**src/hdl/julia_pkg.sv**
```systemverilog
// Shared types, widths and constants of the Julia escape-time pixel block.
package julia_pkg;

    localparam int COORD_W     = 32;
    localparam int FRAC_BITS   = 28;
    localparam int STEP_W      = 31;
    localparam int IDX_W       = 10;
    localparam int CNT_W       = 10;
    localparam int ADDR_W      = 20;
    localparam int COLOR_W     = 24;
    localparam int BYTE_W      = 8;
    localparam int PROD_W      = 2 * COORD_W;
    localparam int SQ_W        = PROD_W - FRAC_BITS;
    localparam int SUM_W       = SQ_W + 1;
    localparam int CFG_IDX_W   = 3;
    localparam int CFG_DATA_W  = 32;
    localparam int IN_DATA_W   = 24;
    localparam int OUT_BITS    = ADDR_W + COLOR_W + CNT_W;
    localparam int OUT_DATA_W  = 56;
    localparam int OUT_PAD_W   = OUT_DATA_W - OUT_BITS;
    localparam int DEF_IMAGE_SIDE = 1024;

    // Escape radius squared, 4.0 in the fixed-point format.
    localparam logic signed [SUM_W-1:0] ESCAPE_BOUND = SUM_W'(1) << (FRAC_BITS + 2);

    typedef enum logic [CFG_IDX_W-1:0] {
        REG_C_REAL        = 3'd0,
        REG_C_IMAG        = 3'd1,
        REG_PIXEL_STEP    = 3'd2,
        REG_OFFSET_X      = 3'd3,
        REG_OFFSET_Y      = 3'd4,
        REG_ITER_LIMIT    = 3'd5,
        REG_COLOR_FACTORS = 3'd6
    } cfg_reg_t;

    typedef struct packed {
        logic signed [COORD_W-1:0] c_real;
        logic signed [COORD_W-1:0] c_imag;
        logic [STEP_W-1:0]         pixel_step;
        logic signed [COORD_W-1:0] offset_x;
        logic signed [COORD_W-1:0] offset_y;
        logic [CNT_W-1:0]          iter_limit;
        logic [COLOR_W-1:0]        color_factors;
    } cfg_t;

    localparam cfg_t CFG_RESET = '{
        c_real:        32'sd76503450,
        c_imag:        32'sd2684355,
        pixel_step:    31'd671089,
        offset_x:      32'sd0,
        offset_y:      32'sd0,
        iter_limit:    10'd150,
        color_factors: 24'd0
    };

    typedef struct packed {
        logic [ADDR_W-1:0]  pixel_address;
        logic [COLOR_W-1:0] pixel_color;
        logic [CNT_W-1:0]   iter_count;
        logic               in_set;
    } result_t;

endpackage

```
**src/hdl/julia_mul.sv**
```systemverilog
// Shared signed 32 by 32 multiplier of the iteration datapath.
module julia_mul
(
    input  logic signed [julia_pkg::COORD_W-1:0] a,
    input  logic signed [julia_pkg::COORD_W-1:0] b,
    output logic signed [julia_pkg::PROD_W-1:0]  p
);
    import julia_pkg::*;

    assign p = PROD_W'(a) * PROD_W'(b);

endmodule

```
**src/hdl/julia_color.sv**
```systemverilog
// Colour mapping from iteration count to a packed RGB word.
module julia_color
(
    input  logic [julia_pkg::CNT_W-1:0]   iter_count,
    input  logic                          in_set,
    input  logic [julia_pkg::COLOR_W-1:0] color_factors,
    output logic [julia_pkg::COLOR_W-1:0] pixel_color
);
    import julia_pkg::*;

    localparam int NUM_CH = COLOR_W / BYTE_W;

    always_comb
    begin
        logic [2*BYTE_W-1:0] ch_prod;
        pixel_color = '0;
        ch_prod     = '0;
        // Only the low byte of each product survives, so the low byte of the count is enough.
        for (int i = 0; i < NUM_CH; i++)
        begin
            ch_prod = (2*BYTE_W)'(iter_count[BYTE_W-1:0])
                    * (2*BYTE_W)'(color_factors[i*BYTE_W +: BYTE_W]);
            pixel_color[i*BYTE_W +: BYTE_W] = in_set ? '0 : ch_prod[BYTE_W-1:0];
        end
    end

endmodule

```
**src/hdl/julia_core.sv**
```systemverilog
// Sequencer and iteration datapath around the shared multiplier.
module julia_core
#(
    parameter int IMAGE_SIDE = julia_pkg::DEF_IMAGE_SIDE
)
(
    input  logic                        clk,
    input  logic                        rst_n,
    input  logic                        in_valid,
    output logic                        in_ready,
    input  logic [julia_pkg::IDX_W-1:0] in_column,
    input  logic [julia_pkg::IDX_W-1:0] in_row,
    input  julia_pkg::cfg_t             cfg,
    output logic                        res_valid,
    input  logic                        res_ready,
    output julia_pkg::result_t          res
);
    import julia_pkg::*;

    localparam int HALF_SIDE   = IMAGE_SIDE / 2;
    localparam int SIDE_W      = $clog2(IMAGE_SIDE + 1);
    localparam int ADDR_FULL_W = IDX_W + SIDE_W;

    typedef enum logic [6:0] {
        S_IDLE    = 7'b0000001,
        S_START_X = 7'b0000010,
        S_START_Y = 7'b0000100,
        S_SQ_R    = 7'b0001000,
        S_SQ_I    = 7'b0010000,
        S_TEST    = 7'b0100000,
        S_DONE    = 7'b1000000
    } state_t;

    state_t state_reg, state_next;
    logic [IDX_W-1:0] col_reg, col_next;
    logic [IDX_W-1:0] row_reg, row_next;
    logic [CNT_W-1:0] count_reg, count_next;
    logic signed [COORD_W-1:0] zr_reg, zr_next;
    logic signed [COORD_W-1:0] zi_reg, zi_next;
    logic signed [SQ_W-1:0]    zr2_reg, zr2_next;
    logic signed [SQ_W-1:0]    zi2_reg, zi2_next;

    logic signed [COORD_W-1:0] mul_a, mul_b;
    logic signed [PROD_W-1:0]  mul_p;
    logic signed [COORD_W-1:0] dist_col, dist_row, step_s;
    logic signed [COORD_W-1:0] prod_lo, cross_term, new_zr, new_zi;
    logic signed [SUM_W-1:0]   mag_sum;
    logic                      keep_going;
    logic [ADDR_FULL_W-1:0]    addr_full;
    logic [COLOR_W-1:0]        color;
    logic                      pixel_in_set;

    julia_mul u_mul
    (
        .a (mul_a),
        .b (mul_b),
        .p (mul_p)
    );

    assign dist_col = signed'(COORD_W'(col_reg)) - signed'(COORD_W'(HALF_SIDE));
    assign dist_row = signed'(COORD_W'(row_reg)) - signed'(COORD_W'(HALF_SIDE));
    assign step_s   = signed'({1'b0, cfg.pixel_step});

    // Low word wraps the start product; the cross term 2*zr*zi is the product shifted by 27.
    assign prod_lo    = mul_p[COORD_W-1:0];
    assign cross_term = mul_p[FRAC_BITS-2+COORD_W : FRAC_BITS-1];

    assign mag_sum    = SUM_W'(zr2_reg) + SUM_W'(zi2_reg);
    assign keep_going = (mag_sum < ESCAPE_BOUND) && (count_reg < cfg.iter_limit);
    assign new_zr     = zr2_reg[COORD_W-1:0] - zi2_reg[COORD_W-1:0] + cfg.c_real;
    assign new_zi     = cross_term + cfg.c_imag;

    always_comb
    begin
        state_next = state_reg;
        col_next   = col_reg;
        row_next   = row_reg;
        count_next = count_reg;
        zr_next    = zr_reg;
        zi_next    = zi_reg;
        zr2_next   = zr2_reg;
        zi2_next   = zi2_reg;
        mul_a      = zr_reg;
        mul_b      = zi_reg;
        unique case (state_reg)
            S_IDLE:
            begin
                if (in_valid)
                begin
                    col_next   = in_column;
                    row_next   = in_row;
                    count_next = '0;
                    state_next = S_START_X;
                end
            end
            S_START_X:
            begin
                mul_a      = dist_col;
                mul_b      = step_s;
                zr_next    = prod_lo + cfg.offset_x;
                state_next = S_START_Y;
            end
            S_START_Y:
            begin
                mul_a      = dist_row;
                mul_b      = step_s;
                zi_next    = prod_lo + cfg.offset_y;
                state_next = S_SQ_R;
            end
            S_SQ_R:
            begin
                mul_a      = zr_reg;
                mul_b      = zr_reg;
                zr2_next   = mul_p[PROD_W-1:FRAC_BITS];
                state_next = S_SQ_I;
            end
            S_SQ_I:
            begin
                mul_a      = zi_reg;
                mul_b      = zi_reg;
                zi2_next   = mul_p[PROD_W-1:FRAC_BITS];
                state_next = S_TEST;
            end
            S_TEST:
            begin
                mul_a = zr_reg;
                mul_b = zi_reg;
                if (keep_going)
                begin
                    zr_next    = new_zr;
                    zi_next    = new_zi;
                    count_next = count_reg + 1'b1;
                    state_next = S_SQ_R;
                end
                else
                begin
                    state_next = S_DONE;
                end
            end
            S_DONE:
            begin
                if (res_ready)
                begin
                    state_next = S_IDLE;
                end
            end
            default:
            begin
                state_next = S_IDLE;
            end
        endcase
    end

    always_ff @(posedge clk or negedge rst_n)
    begin
        if (!rst_n)
        begin
            state_reg <= S_IDLE;
            count_reg <= '0;
        end
        else
        begin
            state_reg <= state_next;
            count_reg <= count_next;
        end
    end

    always_ff @(posedge clk)
    begin
        col_reg <= col_next;
        row_reg <= row_next;
        zr_reg  <= zr_next;
        zi_reg  <= zi_next;
        zr2_reg <= zr2_next;
        zi2_reg <= zi2_next;
    end

    assign pixel_in_set = (count_reg == cfg.iter_limit);
    assign addr_full = ADDR_FULL_W'(row_reg) * ADDR_FULL_W'(IMAGE_SIDE) + ADDR_FULL_W'(col_reg);

    julia_color u_color
    (
        .iter_count    (count_reg),
        .in_set        (pixel_in_set),
        .color_factors (cfg.color_factors),
        .pixel_color   (color)
    );

    assign in_ready          = (state_reg == S_IDLE);
    assign res_valid         = (state_reg == S_DONE);
    assign res.pixel_address = ADDR_W'(addr_full);
    assign res.pixel_color   = color;
    assign res.iter_count    = count_reg;
    assign res.in_set        = pixel_in_set;

    a_accept_starts: assert property (@(posedge clk) disable iff (!rst_n)
        (in_valid && in_ready) |=> (state_reg == S_START_X))
        else $error("accepted word did not start the start-point computation");

    a_count_step: assert property (@(posedge clk) disable iff (!rst_n)
        (state_reg == S_TEST && keep_going) |=> (count_reg == $past(count_reg) + 1'b1))
        else $error("iteration count did not advance on a continued iteration");

    a_count_hold: assert property (@(posedge clk) disable iff (!rst_n)
        (state_reg != S_TEST && !(in_valid && in_ready)) |=> $stable(count_reg))
        else $error("iteration count moved outside the escape test");

    a_black_in_set: assert property (@(posedge clk) disable iff (!rst_n)
        (res_valid && res.in_set) |-> (res.pixel_color == '0))
        else $error("pixel in the set carries a colour");

endmodule

```
**src/hdl/julia_escape_time_pixel_top.sv**
```systemverilog
// Top level of the Julia escape-time pixel block: registers, core and output word register.
//
// Each input word names one pixel; the block computes its start point, iterates
// z = z^2 + c in signed Q4.28 until |z|^2 reaches 4 or the count reaches iter_limit,
// and returns one output word with the frame address, colour, count and in-set flag.
// All products go through one shared 32 by 32 multiplier, used three times per
// iteration (two squares, then the cross term alongside the escape test), and only
// one pixel is in flight at a time. A finished word waits in the output register,
// so the next pixel may be accepted before it is taken.
// Configuration is written through a plain write port and must only change while idle.
module julia_escape_time_pixel_top
#(
    parameter int IMAGE_SIDE = julia_pkg::DEF_IMAGE_SIDE
)
(
    input  logic                              clk,
    input  logic                              rst_n,
    input  logic                              s_axis_tvalid,
    output logic                              s_axis_tready,
    // pixel_column [9:0], pixel_row [19:10], zero padding above
    input  logic [julia_pkg::IN_DATA_W-1:0]   s_axis_tdata,
    output logic                              m_axis_tvalid,
    input  logic                              m_axis_tready,
    // pixel_address [19:0], pixel_color [43:20], iter_count [53:44], zero padding above
    output logic [julia_pkg::OUT_DATA_W-1:0]  m_axis_tdata,
    // in_set [0]
    output logic                              m_axis_tuser,
    input  logic                              cfg_wr_en,
    input  logic [julia_pkg::CFG_IDX_W-1:0]   cfg_index,
    input  logic [julia_pkg::CFG_DATA_W-1:0]  cfg_data
);
    import julia_pkg::*;

    cfg_t    cfg_reg;
    result_t core_res;
    result_t out_res_reg;
    logic    out_valid_reg;
    logic    core_valid;
    logic    slot_free;

    always_ff @(posedge clk or negedge rst_n)
    begin
        if (!rst_n)
        begin
            cfg_reg <= CFG_RESET;
        end
        else if (cfg_wr_en)
        begin
            unique case (cfg_reg_t'(cfg_index))
                REG_C_REAL:        cfg_reg.c_real        <= signed'(cfg_data[COORD_W-1:0]);
                REG_C_IMAG:        cfg_reg.c_imag        <= signed'(cfg_data[COORD_W-1:0]);
                REG_PIXEL_STEP:    cfg_reg.pixel_step    <= cfg_data[STEP_W-1:0];
                REG_OFFSET_X:      cfg_reg.offset_x      <= signed'(cfg_data[COORD_W-1:0]);
                REG_OFFSET_Y:      cfg_reg.offset_y      <= signed'(cfg_data[COORD_W-1:0]);
                REG_ITER_LIMIT:    cfg_reg.iter_limit    <= cfg_data[CNT_W-1:0];
                REG_COLOR_FACTORS: cfg_reg.color_factors <= cfg_data[COLOR_W-1:0];
                default:
                begin
                end
            endcase
        end
    end

    julia_core #(
        .IMAGE_SIDE (IMAGE_SIDE)
    ) u_core
    (
        .clk       (clk),
        .rst_n     (rst_n),
        .in_valid  (s_axis_tvalid),
        .in_ready  (s_axis_tready),
        .in_column (s_axis_tdata[IDX_W-1:0]),
        .in_row    (s_axis_tdata[2*IDX_W-1:IDX_W]),
        .cfg       (cfg_reg),
        .res_valid (core_valid),
        .res_ready (slot_free),
        .res       (core_res)
    );

    // The output register takes a new word when empty or when its word leaves this cycle.
    assign slot_free = !out_valid_reg || m_axis_tready;

    always_ff @(posedge clk or negedge rst_n)
    begin
        if (!rst_n)
        begin
            out_valid_reg <= 1'b0;
        end
        else if (slot_free)
        begin
            out_valid_reg <= core_valid;
        end
    end

    always_ff @(posedge clk)
    begin
        if (core_valid && slot_free)
        begin
            out_res_reg <= core_res;
        end
    end

    assign m_axis_tvalid = out_valid_reg;
    assign m_axis_tdata  = {{OUT_PAD_W{1'b0}}, out_res_reg.iter_count,
                            out_res_reg.pixel_color, out_res_reg.pixel_address};
    assign m_axis_tuser  = out_res_reg.in_set;

endmodule
```
**config.mk**
```make
export PLATFORM = sky130hd
export DESIGN_NAME = julia_escape_time_pixel_top
export DESIGN_NICKNAME = d
export VERILOG_FILES = /design/src/hdl/julia_pkg.sv /design/src/hdl/julia_mul.sv /design/src/hdl/julia_color.sv /design/src/hdl/julia_core.sv /design/src/hdl/julia_escape_time_pixel_top.sv
export SDC_FILE = /design/constraint.sdc
export NUM_CORES = 2
export LEC_CHECK = 0
export BUFFER_PORTS_ARGS = -buffer_cell sky130_fd_sc_hd__buf_2
export CORE_MARGIN = 3
export CORE_UTILIZATION = 47
export CTS_CLUSTER_SIZE = 14
export DETAILED_ROUTE_END_ITERATION = 8
export GPL_ROUTABILITY_DRIVEN = 1
export PLACE_DENSITY = 0.66
export SYNTH_ARGS = -nofsm -noshare
export SYNTH_HDL_FRONTEND = slang
export SYNTH_HIERARCHICAL = 1
export SYNTH_SLANG_ARGS = --single-unit
```
**constraint.sdc**
```tcl
create_clock -name clk -period 12.5 [get_ports clk]
set_input_delay 2.5 -clock clk [delete_from_list [all_inputs] [get_ports clk]]
set_output_delay 2.5 -clock clk [all_outputs]
set_load 0.02 [all_outputs]
```
==> impl_metrics.tcl <==
set metrics [dict create \
    die_y_um 374.7 \
    grt_overflow_total 0 \
    vias_per_cell 5.438 \
    postRouteAntennaNets 0 \
    synth.area.mux_share 0.03769 \
    gr-usage-all-layers 0.2415 \
    vias 45560 \
    r2r-start "u_core/state_reg[5]" \
    fin_nets 8186 \
    tritoncts "done" \
    drt_pass1_iterations 5 \
    worst_r2r_path_depth 44 \
    grt_pass1_wl_um 268900 \
    whs_endpoint "m_axis_tdata[14]" \
    cts_buffer_depth 3 \
    met3_length_um 9239 \
    dr.first_iter.drc_count 3459 \
    netlist.area_leader.share 0.3610 \
    layout_common_cells "inv_1 (1,198), fa_1 (1,152), nand2_1 (765), and2_1 (570), ha_1 (404)" \
    antenna_found_initial 7 \
    synthCells 6459 \
    area_growth_pct 8.362 \
    cp_common_cell "fa_1" \
    status "complete, no violations" \
    fp.coreArea_um2 134100 \
    fmax_mhz 83.08 \
    whs_path_depth 0 \
    hold_start "u_core/row_reg[4]" \
    cp_slowest_stage_delay_ns 0.58 \
    hold_violations 0 \
    synth-compound-area-share 0.07723 \
    hpwl_um 135600 \
    place_congestion 0.9387 \
    startpoint_type "register" \
    syn_area_um2 63880 \
    fin_tns_setup_ns 0 \
    numCtsBuffers 49 \
    die-area_um2 140400 \
    cts_htree_levels 2 \
    wl_met1_um 74230 \
    synthSimpleGateAreaFrac 0.1406 \
    fin_skew_ns 0.05291 \
    synth-xor-area-share 0.03156 \
    setup_viol_count_final 0 \
    synth_edf_count 211 \
    cp_data_arrival_time_ns 12.28 \
    drive_gt1_frac 0.1055 \
    worst_pin_slew_ns 1.211 \
    top_layer_used "met5" \
    period_share 0.9629 \
    end_kind "register" \
    synth_top_family_by_area "adder cells" \
    report.final.slew_viol_count 0 \
    wl_um 165500 \
    dr_wl_met2_um 78170 \
    worst-path-max-fanout 35 \
    cts.clk_slew.worst_paths_ns 0.06 \
    slowest_stage "or4_1" \
    maxSlewHeadroom 0.1909 \
    synth_async_sr_flop_share 0.5000 \
    path_class "register to register" \
    r2r_setup_slack_ns 0.46 \
    rsz0062_at_grt "no" \
    initial_core_util 0.4762 \
    synthAdderAreaFrac 0.4402 \
    die_w_um 374.7 \
    ys.flop_type "edfxtp_1" \
    final_util 0.5161 \
    cts.sinks 422 \
    layout_commonest_cell "inv_1" \
    clock_latency_ns 0.61 \
    ys_seq_elements 422 \
    port_buffers 116 \
    ios 123 \
    ys_seq_area_frac 0.1827 \
    r2r-end "u_core/zi_reg[31]" \
    synth_warnings 6 \
    cap_viol_max_count 0 \
    rows 134 \
    grt_pass1_vias 48060 \
    largest_register_ffs 193 \
    synth_cell_type_count 104 \
    min_period_ns 12.04 \
    grt_max_degree 99 \
    n_fill_cell 12060 \
    synth_top_cells_by_area "fa_1 (36%), edfxtp_1 (9.9%), ha_1 (7.9%)" \
    hold_class "register to register" \
    worstPathRequired_ns 12.74 \
    drcViolationCount 0 \
    wl_per_cell_um 19.76 \
    clockRootBuffer "clkbuf_16" \
    syn_avg_cell_area_um2 9.889 \
    synth_largest_area_cell "fa_1" \
    ctsHoldBuffers 0 \
]
## critical path: cells and delay by family, from the launching register on
family | cells | cell delay, ns
DFF | 1 | 0.50
and+or+nand+nor | 12 | 2.64
adders and majority gates | 10 | 4.73
xor gates and xnor gates | 2 | 0.40
buffers and inverters | 9 | 1.41
AOI/OAI and AO/OA | 11 | 1.92
## metrics by stage
step	setup slack, ns	hold WS (ns)	cell area, um^2	instances
2_1_floorplan	1.091	0.4252	63880	6460
3_3_place_gp	0.1113	0.4307	67390	8277
3_5_place_dp	0.003143	0.4404	67390	8277
4_1_cts	0.08275	0.4506	69030	8369
5_1_grt	0.007705	0.4623	69210	8376
6_report	0.4639	0.4497	69220	8378
## Yosys cell counts, types with 8 or more instances
cell type and instances:
buf_2 12, buf_4 11, o21ai_0 122, edfxtp_1 211, inv_1 1200, o21ai_1 20, mux2_4 30, and3_1 28
and4_1 8, a22oi_1 36, mux2i_1 11, fa_1 1152, dfstp_2 42, mux2_1 38, nor4_1 8, nor2_1 165
nand4_1 25, a31oi_1 21, nand2b_1 33, o211ai_1 12, o21a_1 28, buf_6 9, clkbuf_1 245, or3_1 10
a211oi_1 25, mux2_2 126, nor3_1 24, dfrtp_1 169, a211o_1 9, and2_1 571, nor2b_1 27, o21bai_1 25
a21o_1 109, nand2_1 772, xnor2_1 142, xor2_1 69, nand3_1 101, a21oi_1 235, ha_1 404, buf_1 9
o31ai_1 14
## worst max path at each step
| stage | startpoint | end | slack (ns) | depth (start not counted) |
|---|---|---|---|---|
| 6_report | u_core/state_reg[5] | u_core/zi_reg[31] | 0.46 | 44 |
| 5_1_grt | u_core/state_reg[5] | u_core/zi_reg[30] | 0.008 | 43 |
| 4_1_cts | u_core/state_reg[5] | u_core/zi_reg[31] | 0.08 | 40 |
| 3_5_place_dp | u_core/state_reg[5] | u_core/zi_reg[30] | 0.003 | 44 |
| 3_3_place_gp | u_core/state_reg[0] | u_core/zi_reg[30] | 0.11 | 46 |
| 2_1_floorplan | u_core/state_reg[5] | u_core/zi_reg[30] | 1.09 | 35 |
## metal layers
layer,GRT usage,vias to the layer above
met3,0.02310,188
met2,0.3921,1305
met4,0.05442,2
li1,-,20410
met5,0,-
met1,0.3525,23660
## cell type report
class	count	area, um^2	share of cell area
inverters	1200	4508	0.06513
repair buffers	344	2514	0.03632
flip-flops and latches	422	11670	0.1686
diodes	3	7.507	0.0001085
clock inverters	22	241.5	0.003489
well taps	1768	2212	0.03196
clock buffers	70	1388	0.02005
multi-input cells	4549	46680	0.6744
## logic make-up (layout without fill, tap and decap cells)
family / count (synthesis) / count (layout)
buf+inv: 1489 / 1636
fa+ha+maj: 1556 / 1556
mux: 205 / 205
other cells: 1 / 5
flops: 422 / 422
simple gates: 1815 / 1815
compound gates: 752 / 752
xor+xnor: 219 / 219
## timing repair
action | 4_1_cts | 5_1_grt
pin swaps | 0 | 5
buffers inserted | 0 | 6
gates cloned | 0 | 0
endpoints found under the setup margin | 1 | 15
gates resized for setup | 1 | 30
Power is not shown: default switching activity piles up to over one toggle a cycle in this logic, so the estimate is an artifact.
